==> src/mfs_pkg.sv <==
// ----------------------------------------------------------------------------
// mfs_pkg
// Shared types and constants of the three-level feedback scheduler.
// ----------------------------------------------------------------------------
package mfs_pkg;

   localparam int JOB_W            = 3;
   localparam int FUNC_W           = 2;
   localparam int EV_W             = 3;
   localparam int LVL_W            = 2;
   localparam int RUN_W            = 4;
   localparam int CSR_IDX_W        = 2;
   localparam int DEFAULT_MAX_JOBS = 8;

   localparam logic [RUN_W-1:0] RUN_MAX            = 4'd15;
   localparam logic [RUN_W-1:0] HIGH_QUOTA_RESET   = 4'd2;
   localparam logic [RUN_W-1:0] MEDIUM_QUOTA_RESET = 4'd4;

   // event codes on the request side
   localparam logic [FUNC_W-1:0] FUNC_ADMIT     = 2'd0;
   localparam logic [FUNC_W-1:0] FUNC_DISPATCH  = 2'd1;
   localparam logic [FUNC_W-1:0] FUNC_TIMESLICE = 2'd2;
   localparam logic [FUNC_W-1:0] FUNC_FINISH    = 2'd3;

   // result codes
   localparam logic [EV_W-1:0] EV_ON   = 3'd0;
   localparam logic [EV_W-1:0] EV_OFF  = 3'd1;
   localparam logic [EV_W-1:0] EV_FIN  = 3'd2;
   localparam logic [EV_W-1:0] EV_IDLE = 3'd3;
   localparam logic [EV_W-1:0] EV_ERR  = 3'd4;

   // queue levels
   localparam logic [LVL_W-1:0] LVL_HIGH   = 2'd0;
   localparam logic [LVL_W-1:0] LVL_MEDIUM = 2'd1;
   localparam logic [LVL_W-1:0] LVL_LOW    = 2'd2;

   // register indexes
   localparam logic [CSR_IDX_W-1:0] REG_HIGH_QUOTA   = 2'd0;
   localparam logic [CSR_IDX_W-1:0] REG_MEDIUM_QUOTA = 2'd1;

   typedef struct packed {
      logic             admit;
      logic             count_run;
      logic             set_level;
      logic [JOB_W-1:0] job;
      logic [LVL_W-1:0] level;
   } mfs_tbl_cmd_type;

   typedef struct packed {
      logic [LVL_W-1:0] level;
      logic [RUN_W-1:0] high_runs;
      logic [RUN_W-1:0] medium_runs;
   } mfs_tbl_rd_type;

endpackage

==> src/mfs_fifo.sv <==
// ----------------------------------------------------------------------------
// mfs_fifo
// Circular queue of job indices for one scheduling level.
// ----------------------------------------------------------------------------
module mfs_fifo #(
   parameter int DEPTH = mfs_pkg::DEFAULT_MAX_JOBS
) (
   input  logic                     clock,
   input  logic                     reset,
   input  logic                     push,
   input  logic                     pop,
   input  logic [mfs_pkg::JOB_W-1:0] push_job,
   output logic [mfs_pkg::JOB_W-1:0] head_job,
   output logic                     empty,
   output logic                     full
);

   localparam int IDX_W = (DEPTH > 1) ? $clog2(DEPTH) : 1;
   localparam int CNT_W = $clog2(DEPTH + 1);
   localparam int SUM_W = CNT_W + 1;

   logic [mfs_pkg::JOB_W-1:0] mem_ff [DEPTH];
   logic [IDX_W-1:0]          head_ff;
   logic [IDX_W-1:0]          head_in;
   logic [CNT_W-1:0]          count_ff;
   logic [CNT_W-1:0]          count_in;
   logic [SUM_W-1:0]          tail_sum;
   logic [IDX_W-1:0]          tail;

   assign empty    = (count_ff == '0);
   assign full     = (count_ff == CNT_W'(DEPTH));
   assign head_job = mem_ff[head_ff];

   // head plus count stays below twice the depth
   always_comb begin
      tail_sum = SUM_W'(head_ff) + SUM_W'(count_ff);
      if (tail_sum >= SUM_W'(DEPTH)) begin
         tail_sum = tail_sum - SUM_W'(DEPTH);
      end
      tail = tail_sum[IDX_W-1:0];
   end

   always_comb begin
      head_in  = head_ff;
      count_in = count_ff;
      if (pop && !empty) begin
         head_in  = (head_ff == IDX_W'(DEPTH - 1)) ? '0 : head_ff + 1'b1;
         count_in = count_in - 1'b1;
      end
      if (push && !full) begin
         count_in = count_in + 1'b1;
      end
   end

   always_ff @(posedge clock) begin
      if (reset) begin
         head_ff  <= '0;
         count_ff <= '0;
      end else begin
         head_ff  <= head_in;
         count_ff <= count_in;
      end
   end

   always_ff @(posedge clock) begin
      if (push && !full) begin
         mem_ff[tail] <= push_job;
      end
   end

endmodule

==> src/mfs_job_table.sv <==
// ----------------------------------------------------------------------------
// mfs_job_table
// Per-job level and run counters, one lane per job, one read port.
// ----------------------------------------------------------------------------
module mfs_job_table #(
   parameter int MAX_JOBS = mfs_pkg::DEFAULT_MAX_JOBS
) (
   input  logic                      clock,
   input  logic                      reset,
   input  mfs_pkg::mfs_tbl_cmd_type  cmd,
   input  logic [mfs_pkg::JOB_W-1:0] rd_job,
   output mfs_pkg::mfs_tbl_rd_type   rd
);

   logic [mfs_pkg::LVL_W-1:0] levels_ff      [MAX_JOBS];
   logic [mfs_pkg::RUN_W-1:0] high_runs_ff   [MAX_JOBS];
   logic [mfs_pkg::RUN_W-1:0] medium_runs_ff [MAX_JOBS];

   // jobs outside the table read as level high with zero counts
   always_comb begin
      rd = '0;
      for (int i = 0; i < MAX_JOBS; i++) begin
         if (32'(rd_job) == i) begin
            rd.level       = levels_ff[i];
            rd.high_runs   = high_runs_ff[i];
            rd.medium_runs = medium_runs_ff[i];
         end
      end
   end

   always_ff @(posedge clock) begin
      for (int i = 0; i < MAX_JOBS; i++) begin
         if (reset) begin
            levels_ff[i]      <= mfs_pkg::LVL_HIGH;
            high_runs_ff[i]   <= '0;
            medium_runs_ff[i] <= '0;
         end else if (32'(cmd.job) == i) begin
            if (cmd.admit) begin
               levels_ff[i]      <= mfs_pkg::LVL_HIGH;
               high_runs_ff[i]   <= '0;
               medium_runs_ff[i] <= '0;
            end else if (cmd.count_run) begin
               if (cmd.level == mfs_pkg::LVL_HIGH && high_runs_ff[i] != mfs_pkg::RUN_MAX) begin
                  high_runs_ff[i] <= high_runs_ff[i] + 1'b1;
               end
               if (cmd.level == mfs_pkg::LVL_MEDIUM &&
                   medium_runs_ff[i] != mfs_pkg::RUN_MAX) begin
                  medium_runs_ff[i] <= medium_runs_ff[i] + 1'b1;
               end
            end else if (cmd.set_level) begin
               levels_ff[i] <= cmd.level;
            end
         end
      end
   end

endmodule

==> src/multilevel_feedback_scheduler_unit.sv <==
// ----------------------------------------------------------------------------
// multilevel_feedback_scheduler_unit
// Three-level feedback scheduler: admit, dispatch, timeslice and finish events.
// ----------------------------------------------------------------------------
// Usage:
//   req_* carries one event (func, job). It is taken at a clock edge where
//   req_valid is high and req_stall is low. Each event is decoded in the
//   cycle it is taken; its result sits in the rsp_* output register from the
//   next cycle on, and one event is taken per cycle while req_stall is low.
//   A successful admit produces no result; every other event produces one.
//   rsp_stall high holds the result; the block keeps taking events while the
//   output register is empty or being drained, and stalls req_ otherwise.
//   csr_* writes the two quota registers (index 0 high, 1 medium); it is
//   always ready and is meant to be used while no event is in flight.
//   Reset (synchronous) empties all queues, clears levels and run counters,
//   drops the running job and loads the quotas with 2 and 4.
// ----------------------------------------------------------------------------
module multilevel_feedback_scheduler_unit #(
   parameter int MAX_JOBS = mfs_pkg::DEFAULT_MAX_JOBS
) (
   input  logic                          clock,
   input  logic                          reset,
   input  logic                          req_valid,
   output logic                          req_stall,
   input  logic [mfs_pkg::FUNC_W-1:0]    req_func,
   input  logic [mfs_pkg::JOB_W-1:0]     req_job,
   output logic                          rsp_valid,
   input  logic                          rsp_stall,
   output logic [mfs_pkg::EV_W-1:0]      rsp_event_res,
   output logic [mfs_pkg::JOB_W-1:0]     rsp_job_index,
   output logic [mfs_pkg::LVL_W-1:0]     rsp_level,
   output logic                          rsp_demoted,
   input  logic                          csr_valid,
   output logic                          csr_ready,
   input  logic [mfs_pkg::CSR_IDX_W-1:0] csr_index,
   input  logic [mfs_pkg::RUN_W-1:0]     csr_wdata
);

   logic [mfs_pkg::RUN_W-1:0]  high_quota_ff;
   logic [mfs_pkg::RUN_W-1:0]  medium_quota_ff;
   logic [mfs_pkg::JOB_W-1:0]  run_job_ff;
   logic [mfs_pkg::JOB_W-1:0]  run_job_in;
   logic                       run_valid_ff;
   logic                       run_valid_in;
   logic                       rsp_valid_ff;
   logic                       rsp_valid_in;
   logic [mfs_pkg::EV_W-1:0]   event_res_ff;
   logic [mfs_pkg::EV_W-1:0]   event_res_in;
   logic [mfs_pkg::JOB_W-1:0]  job_index_ff;
   logic [mfs_pkg::JOB_W-1:0]  job_index_in;
   logic [mfs_pkg::LVL_W-1:0]  level_ff;
   logic [mfs_pkg::LVL_W-1:0]  level_in;
   logic                       demoted_ff;
   logic                       demoted_in;

   logic                       accept;
   logic                       emit;
   logic [2:0]                 push;
   logic [2:0]                 pop;
   logic [2:0]                 empty;
   logic [2:0]                 full;
   logic [mfs_pkg::JOB_W-1:0]  head_job [3];
   logic [mfs_pkg::JOB_W-1:0]  push_job;
   logic [mfs_pkg::JOB_W-1:0]  rd_job;
   logic [mfs_pkg::LVL_W-1:0]  pick_lvl;
   logic [mfs_pkg::JOB_W-1:0]  pick_job;
   logic [mfs_pkg::LVL_W-1:0]  dest_lvl;
   logic                       dest_dem;
   logic                       dest_full;
   logic                       job_out_of_range;
   mfs_pkg::mfs_tbl_cmd_type   tbl_cmd;
   mfs_pkg::mfs_tbl_rd_type    tbl_rd;

   assign req_stall = rsp_valid_ff && rsp_stall;
   assign accept    = req_valid && !req_stall;
   assign csr_ready = 1'b1;

   assign rsp_valid     = rsp_valid_ff;
   assign rsp_event_res = event_res_ff;
   assign rsp_job_index = job_index_ff;
   assign rsp_level     = level_ff;
   assign rsp_demoted   = demoted_ff;

   for (genvar l = 0; l < 3; l++) begin : g_level
      mfs_fifo #(
         .DEPTH (MAX_JOBS)
      ) u_fifo (
         .clock    (clock),
         .reset    (reset),
         .push     (push[l]),
         .pop      (pop[l]),
         .push_job (push_job),
         .head_job (head_job[l]),
         .empty    (empty[l]),
         .full     (full[l])
      );
   end

   mfs_job_table #(
      .MAX_JOBS (MAX_JOBS)
   ) u_job_table (
      .clock  (clock),
      .reset  (reset),
      .cmd    (tbl_cmd),
      .rd_job (rd_job),
      .rd     (tbl_rd)
   );

   assign rd_job           = (req_func == mfs_pkg::FUNC_ADMIT) ? req_job : run_job_ff;
   assign job_out_of_range = (32'(req_job) >= MAX_JOBS);

   // highest non-empty level for dispatch
   always_comb begin
      if (!empty[0]) begin
         pick_lvl = mfs_pkg::LVL_HIGH;
         pick_job = head_job[0];
      end else if (!empty[1]) begin
         pick_lvl = mfs_pkg::LVL_MEDIUM;
         pick_job = head_job[1];
      end else begin
         pick_lvl = mfs_pkg::LVL_LOW;
         pick_job = head_job[2];
      end
   end

   // where an expiring job goes back to
   always_comb begin
      dest_lvl = tbl_rd.level;
      dest_dem = 1'b0;
      if (tbl_rd.level == mfs_pkg::LVL_HIGH && tbl_rd.high_runs >= high_quota_ff) begin
         dest_lvl = mfs_pkg::LVL_MEDIUM;
         dest_dem = 1'b1;
      end else if (tbl_rd.level == mfs_pkg::LVL_MEDIUM &&
                   tbl_rd.medium_runs >= medium_quota_ff) begin
         dest_lvl = mfs_pkg::LVL_LOW;
         dest_dem = 1'b1;
      end
      case (dest_lvl)
         mfs_pkg::LVL_HIGH:   dest_full = full[0];
         mfs_pkg::LVL_MEDIUM: dest_full = full[1];
         default:             dest_full = full[2];
      endcase
   end

   always_comb begin
      push         = '0;
      pop          = '0;
      push_job     = run_job_ff;
      tbl_cmd      = '0;
      tbl_cmd.job  = run_job_ff;
      run_job_in   = run_job_ff;
      run_valid_in = run_valid_ff;
      emit         = 1'b1;
      // error result by default
      event_res_in = mfs_pkg::EV_ERR;
      job_index_in = run_job_ff;
      level_in     = tbl_rd.level;
      demoted_in   = 1'b0;
      case (req_func)
         mfs_pkg::FUNC_ADMIT: begin
            job_index_in = req_job;
            if (!job_out_of_range && !full[0]) begin
               emit          = 1'b0;
               push[0]       = 1'b1;
               push_job      = req_job;
               tbl_cmd.admit = 1'b1;
               tbl_cmd.job   = req_job;
            end
         end
         mfs_pkg::FUNC_DISPATCH: begin
            if (!run_valid_ff) begin
               if (&empty) begin
                  event_res_in = mfs_pkg::EV_IDLE;
                  job_index_in = '0;
                  level_in     = mfs_pkg::LVL_HIGH;
               end else begin
                  case (pick_lvl)
                     mfs_pkg::LVL_HIGH:   pop[0] = 1'b1;
                     mfs_pkg::LVL_MEDIUM: pop[1] = 1'b1;
                     default:             pop[2] = 1'b1;
                  endcase
                  run_job_in        = pick_job;
                  run_valid_in      = 1'b1;
                  tbl_cmd.count_run = 1'b1;
                  tbl_cmd.job       = pick_job;
                  tbl_cmd.level     = pick_lvl;
                  event_res_in      = mfs_pkg::EV_ON;
                  job_index_in      = pick_job;
                  level_in          = pick_lvl;
               end
            end
         end
         mfs_pkg::FUNC_TIMESLICE: begin
            if (run_valid_ff && !dest_full) begin
               case (dest_lvl)
                  mfs_pkg::LVL_HIGH:   push[0] = 1'b1;
                  mfs_pkg::LVL_MEDIUM: push[1] = 1'b1;
                  default:             push[2] = 1'b1;
               endcase
               tbl_cmd.set_level = 1'b1;
               tbl_cmd.level     = dest_lvl;
               run_valid_in      = 1'b0;
               event_res_in      = mfs_pkg::EV_OFF;
               level_in          = dest_lvl;
               demoted_in        = dest_dem;
            end
         end
         default: begin
            if (run_valid_ff) begin
               run_valid_in = 1'b0;
               event_res_in = mfs_pkg::EV_FIN;
            end
         end
      endcase
      if (!accept) begin
         push         = '0;
         pop          = '0;
         tbl_cmd      = '0;
         run_job_in   = run_job_ff;
         run_valid_in = run_valid_ff;
         emit         = 1'b0;
      end
   end

   // output register: load on a new result, drop when taken
   always_comb begin
      rsp_valid_in = rsp_valid_ff;
      if (rsp_valid_ff && !rsp_stall) begin
         rsp_valid_in = 1'b0;
      end
      if (emit) begin
         rsp_valid_in = 1'b1;
      end
   end

   always_ff @(posedge clock) begin
      if (reset) begin
         rsp_valid_ff    <= 1'b0;
         run_valid_ff    <= 1'b0;
         run_job_ff      <= '0;
         high_quota_ff   <= mfs_pkg::HIGH_QUOTA_RESET;
         medium_quota_ff <= mfs_pkg::MEDIUM_QUOTA_RESET;
      end else begin
         rsp_valid_ff <= rsp_valid_in;
         run_valid_ff <= run_valid_in;
         run_job_ff   <= run_job_in;
         if (csr_valid && csr_ready) begin
            case (csr_index)
               mfs_pkg::REG_HIGH_QUOTA:   high_quota_ff   <= csr_wdata;
               mfs_pkg::REG_MEDIUM_QUOTA: medium_quota_ff <= csr_wdata;
               default: ;
            endcase
         end
      end
   end

   always_ff @(posedge clock) begin
      if (emit) begin
         event_res_ff <= event_res_in;
         job_index_ff <= job_index_in;
         level_ff     <= level_in;
         demoted_ff   <= demoted_in;
      end
   end

endmodule

==> config.mk <==
export PLATFORM = sky130hd
export DESIGN_NAME = multilevel_feedback_scheduler_unit
export DESIGN_NICKNAME = d
export VERILOG_FILES = /design/src/mfs_pkg.sv /design/src/mfs_fifo.sv /design/src/mfs_job_table.sv /design/src/multilevel_feedback_scheduler_unit.sv
export SDC_FILE = /design/constraint.sdc
export NUM_CORES = 1
export LEC_CHECK = 0
export ABC_AREA = 1
export BUFFER_PORTS_ARGS = -buffer_cell sky130_fd_sc_hd__buf_2
export CORE_UTILIZATION = 40
export DETAILED_ROUTE_END_ITERATION = 8
export HOLD_SLACK_MARGIN = 0.06
export PLACE_DENSITY = 0.53
export REMOVE_ABC_BUFFERS = 1
export SLEW_MARGIN = 40
export SYNTH_ARGS = -nofsm -noshare
export SYNTH_HDL_FRONTEND = slang
export SYNTH_SLANG_ARGS = --single-unit
==> constraint.sdc <==
create_clock -name clock -period 4.95 [get_ports clock]
set_input_delay 0.99 -clock clock [delete_from_list [all_inputs] [get_ports clock]]
set_output_delay 0.99 -clock clock [all_outputs]
set_load 0.05 [all_outputs]
== Yosys cells after proc, flatten, opt, wreduce, memory -nomap -nowiden ==
Memory sizes are Yosys's and may differ from the RTL's. A register that Yosys moved wholly into a read port is not among the register bits.
Index checks and enable logic that the tools add are counted.
Storage, ports and cells
  flip-flop bits (word level): 43
  bits in writable memories: 152
  bits of input ports: 16
  logic and storage cells: 498
  memories: 6
Memories
  u_job_table.high_runs_ff: words 8, width 4, rd ports 8, clocked after Yosys merged registers in 0, write ports 8, RTL line mfs_job_table.sv:16  | logic [mfs_pkg::RUN_W-1:0] high_runs_ff [MAX_JOBS];
  u_job_table.medium_runs_ff: words 8, width 4, rd ports 8, clocked after Yosys merged registers in 0, write ports 8, RTL line mfs_job_table.sv:17  | logic [mfs_pkg::RUN_W-1:0] medium_runs_ff [MAX_JOBS];
  g_level[0].u_fifo.mem_ff: words 8, width 3, rd ports 1, clocked after Yosys merged registers in 1, write ports 1, RTL line mfs_fifo.sv:22  | logic [mfs_pkg::JOB_W-1:0] mem_ff [DEPTH];
  g_level[1].u_fifo.mem_ff: words 8, width 3, rd ports 1, clocked after Yosys merged registers in 1, write ports 1, RTL line mfs_fifo.sv:22
  g_level[2].u_fifo.mem_ff: words 8, width 3, rd ports 1, clocked after Yosys merged registers in 1, write ports 1, RTL line mfs_fifo.sv:22
  u_job_table.levels_ff: words 8, width 2, rd ports 8, clocked after Yosys merged registers in 0, write ports 8, RTL line mfs_job_table.sv:15  | logic [mfs_pkg::LVL_W-1:0] levels_ff [MAX_JOBS];
Cells by class
  add/subtract/negate cells: 31
  order comparisons: 5
  equality and inequality tests: 44
  multiplexer cells: 289
  bitwise operators: 51
  reduce and logical (&&, ||, !) cells: 57
Operators by type and width (number)
  1-bit two-way mux: 178
  4-bit two-way mux: 38
  3-bit two-way mux: 28
  10-bit two-way mux: 8
  4-bit by 1-bit adder with 4-bit output (second input constant): 19
  4-bit != test (second input constant): 16
  2-bit two-way mux: 26
  1-bit OR: 48
  3-bit == test (second input constant): 11
  1-bit logical AND: 28
  3-bit by 4-bit adder with 5-bit output: 3
  5-bit by 4-bit greater-or-equal comparator with 1-bit output (second input constant): 3
  2-bit by 1-bit == test with 1-bit output (second input constant): 6
  3-bit by 2-bit == test with 1-bit output (second input constant): 4
  4-bit == test (second input constant): 3
  2-bit zero test: 6
  4-bit zero test: 3
  3-bit one-hot mux with 2 select lines: 2
  4-bit by 1-bit subtractor with 4-bit output (second input constant): 3
  5-bit two-way mux: 2
  3-bit by 1-bit adder with 3-bit output (second input constant): 3
  1-bit zero test: 9
  3-bit one-hot mux with 3 select lines: 1
  3-bit by 1-bit subtractor with 3-bit output (second input constant): 3
  other kinds (15): 26

== Depth between registers and ports, before layout ==
  depth after elaboration: 31
  gate-level depth with buffers: 32
  mapped depth without buffers: 31

== By module ==
A second synthesis with hierarchy kept.
Second synthesis, totals
  cells, all modules: 1227
  area, all modules: 10910.5 um^2
Modules (own cells, without submodules)
  mfs_job_table: times used 1, cells an instance 508, area an instance 4568.1 um^2, seq. area each 2402.3 um^2
  mfs_fifo at g_level[1].u_fifo ...: times used 2, cells an instance 160, area an instance 1561.5 um^2, seq. area each 920.9 um^2
  multilevel_feedback_scheduler_unit: times used 1, cells an instance 239, area an instance 1640.3 um^2, seq. area each 530.5 um^2
  mfs_fifo at g_level[0].u_fifo: times used 1, cells an instance 160, area an instance 1579.0 um^2, seq. area each 920.9 um^2

== Worst setup path before layout ==
No wires, ideal clock.
  kind: input -> register
  start: input port req_func[0] (netlist bit)
  end: memory g_level[1].u_fifo.mem_ff[6][0] (netlist bit) (enable)
  arrival time: 4.325 ns
  data required time: 4.631 ns
  slack: 0.306 ns
  stages: 28
  buffers on the path: 2
  path through: inv_1 ha_1 buf_6 nor2_4 nor2_4 buf_2 nand2_1 inv_1 a32o_1 a221oi_1 nand4_1 o21ai_0 inv_1 ha_1 nand2_1 inv_1 o21ai_0 nand2_1 a31oi_1 inv_1 nand3_1 nand2_1 nand2_1 nand2_1 nor3_2 nand2_2 or2_1 nor2_1
On the way
  longest elaborated chain between the ends: 25
  elaborated cells on any way between the ends: 39
  classes of those cells: 2 x order compare; 10 x eq/ne; 18 x mux; 9 x reduce/logical
RTL lines
  start: declaration: RTL line multilevel_feedback_scheduler_unit.sv:25  | input logic [mfs_pkg::FUNC_W-1:0] req_func,
  2-bit zero test: RTL line multilevel_feedback_scheduler_unit.sv:109  | assign rd_job = (req_func == mfs_pkg::FUNC_ADMIT) ? req_job : run_job_ff;
  3-bit two-way mux: RTL line multilevel_feedback_scheduler_unit.sv:109
  3-bit zero test: RTL line mfs_job_table.sv:23  | if (32'(rd_job) == i) begin
  10-bit two-way mux (8 in a row): RTL line mfs_job_table.sv:23
  4-bit greater-or-equal comparator or 2-bit by 1-bit == test with 1-bit output (tied branches): RTL line multilevel_feedback_scheduler_unit.sv:134, multilevel_feedback_scheduler_unit.sv:133
  1-bit logical AND: RTL line multilevel_feedback_scheduler_unit.sv:133  | end else if (tbl_rd.level == mfs_pkg::LVL_MEDIUM &&
  2-bit two-way mux: RTL line multilevel_feedback_scheduler_unit.sv:133
  2-bit two-way mux: RTL line multilevel_feedback_scheduler_unit.sv:130  | if (tbl_rd.level == mfs_pkg::LVL_HIGH && tbl_rd.high_runs >= high_quota_ff) begin
  (+2 left out)
  1-bit zero test: RTL line multilevel_feedback_scheduler_unit.sv:194  | if (run_valid_ff && !dest_full) begin
  1-bit logical AND: RTL line multilevel_feedback_scheduler_unit.sv:194
  3-bit two-way mux: RTL line multilevel_feedback_scheduler_unit.sv:194
  2-bit two-way mux *: RTL line multilevel_feedback_scheduler_unit.sv:159  | case (req_func)
  3-bit two-way mux *: RTL line multilevel_feedback_scheduler_unit.sv:215  | if (!accept) begin
  1-bit logical AND *: RTL line mfs_fifo.sv:66  | if (push && !full) begin
  1-bit two-way mux *: RTL line mfs_fifo.sv:66
  1-bit two-way mux (not written as such) *: RTL line mfs_fifo.sv:67  | mem_ff[tail] <= push_job;
  end: declaration: RTL line mfs_fifo.sv:22
Mark *: on every way between the ends. The rest lies on a longest branch, timed or not.

== Final worst setup path ==
  start: input port req_func[1] (netlist bit)
  end: memory g_level[1].u_fifo.mem_ff[3][0] (netlist bit) (enable)
The elaborated chain is that of the path after synthesis.

==> impl_metrics.env <==
export IMPL_drtIter0Drc=535
export IMPL_clock_path_buffers=3
export IMPL_place_area_um2=12100
export IMPL_syn_inst=1167
export IMPL_power_switching_uw=995
export IMPL_clock_latency_ns=0.52
export IMPL_rsz0062_at_grt="true"
export IMPL_hold_start="medium_quota_ff[3]$_SDFFE_PP0P_"
export IMPL_rows=59
export IMPL_cp_start_kind="input port"
export IMPL_antenna_found_initial=0
export IMPL_synth_top_flop_cell="edfxtp_1"
export IMPL_violations="design-rule violations"
export IMPL_final_hold_viol_count=0
export IMPL_min_period_over_period_pct=94.7
export IMPL_grt_use_total_pct=19.8
export IMPL_ys_warnings_count=0
export IMPL_synth_edff_count=161
export IMPL_port_buffers=26
export IMPL_cts_inserted_buffers=24
export IMPL_yosysSeqAreaShare_pct=52.6
export IMPL_fin_tns_setup_ns=0
export IMPL_io_pins=28
export IMPL_slew_headroom_pct=49.3
export IMPL_max_freq_mhz=213
export IMPL_period_minus_slack_ns=4.69
export IMPL_avgSynthCellArea_um2=9.28
export IMPL_peakVddDrop_mv=0.248
export IMPL_seq_power_share_pct=47.6
export IMPL_layout_common_cells="nor2_1 (209), nand2_1 (171), edfxtp_1 (161)"
export IMPL_core_region_area_um2=26300
export IMPL_overflow=0
export IMPL_ys_types=54
export IMPL_gp_congestion=0.816
export IMPL_hold_path_class="reg2reg"
export IMPL_syn_cell_area_um2=10800
export IMPL_ctsHtreeMaxLevel=1
export IMPL_nets=1355
export IMPL_area_delta_synth_final_pct=20.4
export IMPL_cts_tree="yes"
export IMPL_nFillCells=2501
export IMPL_clkTransAtPathRegs_ns=0.06
export IMPL_regToRegEndpoint="g_level[1].u_fifo.mem_ff[3][0]$_DFFE_PP_"
export IMPL_status="finished, violations left"
export IMPL_via_per_inst=5.08
export IMPL_pwr_share_comb_pct=10.4
export IMPL_synth_async_reset_ratio_pct=0
export IMPL_whs_path_depth=2
export IMPL_die_w_um=167
export IMPL_die_area_um2=27800
export IMPL_clkPwrFrac_pct=41.9
export IMPL_grt_max_degree=25
export IMPL_leakage_nw=5.24
export IMPL_slowest_stage="ha_1"
export IMPL_cpMostUsedCell="buf_4"
export IMPL_cts_root_buf="clkbuf_16"
export IMPL_final_common_cell="nor2_1"
export IMPL_crit_required_ns=5.18
export IMPL_crit_path_max_fanout=7
export IMPL_ant_nets=0
export IMPL_synth_seq_cells=204
export IMPL_ff2ff_path_depth=26
export IMPL_worst_pin_slew_ns=0.759
export IMPL_r2r_slack_ns=0.86
export IMPL_r2r_start="run_job_ff[2]$_SDFFE_PP0P_"
export IMPL_worst_ep_arrival_time_ns=4.92
export IMPL_dr_pass1_iters=7
export IMPL_setup_viol=0
export IMPL_drive_above_1_share_pct=18.2
export IMPL_fin_area_um2=13000
export IMPL_seq_area_um2=5700
export IMPL_switching_share_pct=24.5
export IMPL_vias=8369
export IMPL_report_final_slew_viol_count=0
export IMPL_multi_input_comb_area_um2=4730
export IMPL_die_h_um=167
export IMPL_drcViolationCount=2
export IMPL_hold_end="medium_quota_ff[3]$_SDFFE_PP0P_"
export IMPL_crit_start="req_func[1]"
export IMPL_post_drt_wl_per_cell_um=16.6
export IMPL_routed_wl_um=27300
export IMPL_skew_ns=0.00709
export IMPL_grt_pass1_wl_um=43500
export IMPL_worst_setup_path_type="in2reg"
export IMPL_p_int_mw=3.06
export IMPL_grt_pass1_vias=8142
export IMPL_p_per_area_nw_per_um2=311
export IMPL_maxCapViolations=0
export IMPL_initial_core_util_pct=41.2
export IMPL_worst_path_largest_cell_delay_ns=0.34
export IMPL_cts_sinks=204
export IMPL_critPathCaptureType="register"
export IMPL_antennaDiodeCount=0
export IMPL_dp_hpwl_um=19800
[worst max-delay path by stage]
stage | to | slack (ns)
final | g_level[1].u_fifo.mem_ff[3][0]$_DFFE_PP_ | 0.26
after global placement | g_level[1].u_fifo.mem_ff[3][0]$_DFFE_PP_ | -0.42
after CTS | u_job_table.high_runs_ff[0][5]$_SDFFCE_PN0P_ | 0.11
after floorplan | u_job_table.high_runs_ff[1][0]$_SDFFCE_PN0P_ | 0.11
after detailed placement | u_job_table.high_runs_ff[0][5]$_SDFFCE_PN0P_ | -0.53
after global routing | g_level[1].u_fifo.mem_ff[3][2]$_DFFE_PP_ | -0.01
[per-layer routing]
metal | share of wire, % | track usage, % | vias to the layer above | wire [µm]
li1 | - | - | 4233 | -
met1 | 50 | 29.5 | 3951 | 13600
met2 | 44 | 30.7 | 164 | 12000
met3 | 5.0 | 2.61 | 21 | 1350
met4 | 1.2 | 3.99 | 0 | 325
met5 | 0 | 0 | - | 0
[through the flow]
stage	total power [mW]	cells	hold WS [ns]	setup slack, ns	util, %
after detailed placement	2.37	1598	0.479	-0.533	45.9
after global routing	4.23	1646	0.511	-0.00955	49.6
after global placement	2.37	1598	0.478	-0.423	45.9
after CTS	4.09	1642	0.490	0.107	48.9
final	4.06	1646	0.480	0.262	49.6
after floorplan	2.20	1143	0.438	0.110	-
[cell usage after synthesis, drive strengths merged, types with 2 or more instances]
library cell / n / area share (%)
o22ai: 3 / 0.17
o211ai: 21 / 1.5
nand2: 200 / 7.7
o221ai: 3 / 0.24
nor3: 9 / 0.67
or2: 5 / 0.31
o21ai: 66 / 3.1
xor2: 27 / 2.2
o211a: 3 / 0.28
a221oi: 7 / 0.57
mux2i: 2 / 0.18
a211oi: 4 / 0.28
nand4: 24 / 1.5
inv: 116 / 4.1
a32o: 3 / 0.28
clkinv: 2 / 0.069
nor2: 232 / 8.5
clkbuf: 14 / 0.48
edfxtp: 161 / 45
dfxtp: 43 / 7.9
xnor2: 23 / 1.9
fa: 3 / 0.55
a21oi: 30 / 1.4
nand3: 102 / 5.1
ha: 43 / 5.0
a31oi: 2 / 0.12
buf: 10 / 0.70
[critical path, delay by kind of cell]
kind	cells	cell delay (ns)
buffers and inverters	9	1.10
adder cells (fa/ha/maj)	2	0.54
AO/OA/AOI/OAI	5	0.84
AND/OR/NAND/NOR	13	1.44
[flip-flops by register name, indices dropped and copies added, names as in the netlist, 2 cells and up, named ones only]
signal,cells
rsp_level,2
g_level.u_fifo.mem_ff,72
u_job_table.high_runs_ff,32
medium_quota_ff,4
g_level.u_fifo.count_ff,12
g_level.u_fifo.head_ff,9
run_job_ff,3
high_quota_ff,4
rsp_event_res,3
u_job_table.medium_runs_ff,32
rsp_job_index,3
u_job_table.levels_ff,16
[logic make-up (layout without fill, tap and decap cells)]
kind of cell	count (synthesis)	after routing	synth area share, %
XOR/XNOR	50	50	4.04
AO/OA/AOI/OAI	147	147	8.33
AND/OR/NAND/NOR	575	576	24.0
flip-flops	204	204	52.6
multiplexers	2	2	0.185
other	1	1	0.0346
adder cells (fa/ha/maj)	46	46	5.52
buffers and inverters	142	285	5.32
[what timing repair did]
item,4_1_cts,5_1_grt
cloned,0,1
setup endpoints to repair,6,230
hold buffers,0,0
gates resized for setup,1,36
buffers inserted,0,3
pin swaps,0,7
[power groups by stage]
stage | Sequential, mW | Combinational (mW) | Clock, mW
after floorplan | 1.97 | 0.230 | 0
after global placement | 1.97 | 0.399 | 0
after detailed placement | 1.97 | 0.401 | 0
after CTS | 1.93 | 0.404 | 1.75
after global routing | 1.94 | 0.468 | 1.83
final | 1.93 | 0.423 | 1.70
[area by class of cell]
type | count | area share [%]
clock buffer | 39 | 5.68
clock inverter | 5 | 0.230
inverter | 118 | 3.43
multi-input combinational | 822 | 36.2
sequential | 204 | 43.7
tap | 335 | 3.21
timing repair buffer | 123 | 7.54
Power figures use the tool's default switching activity.
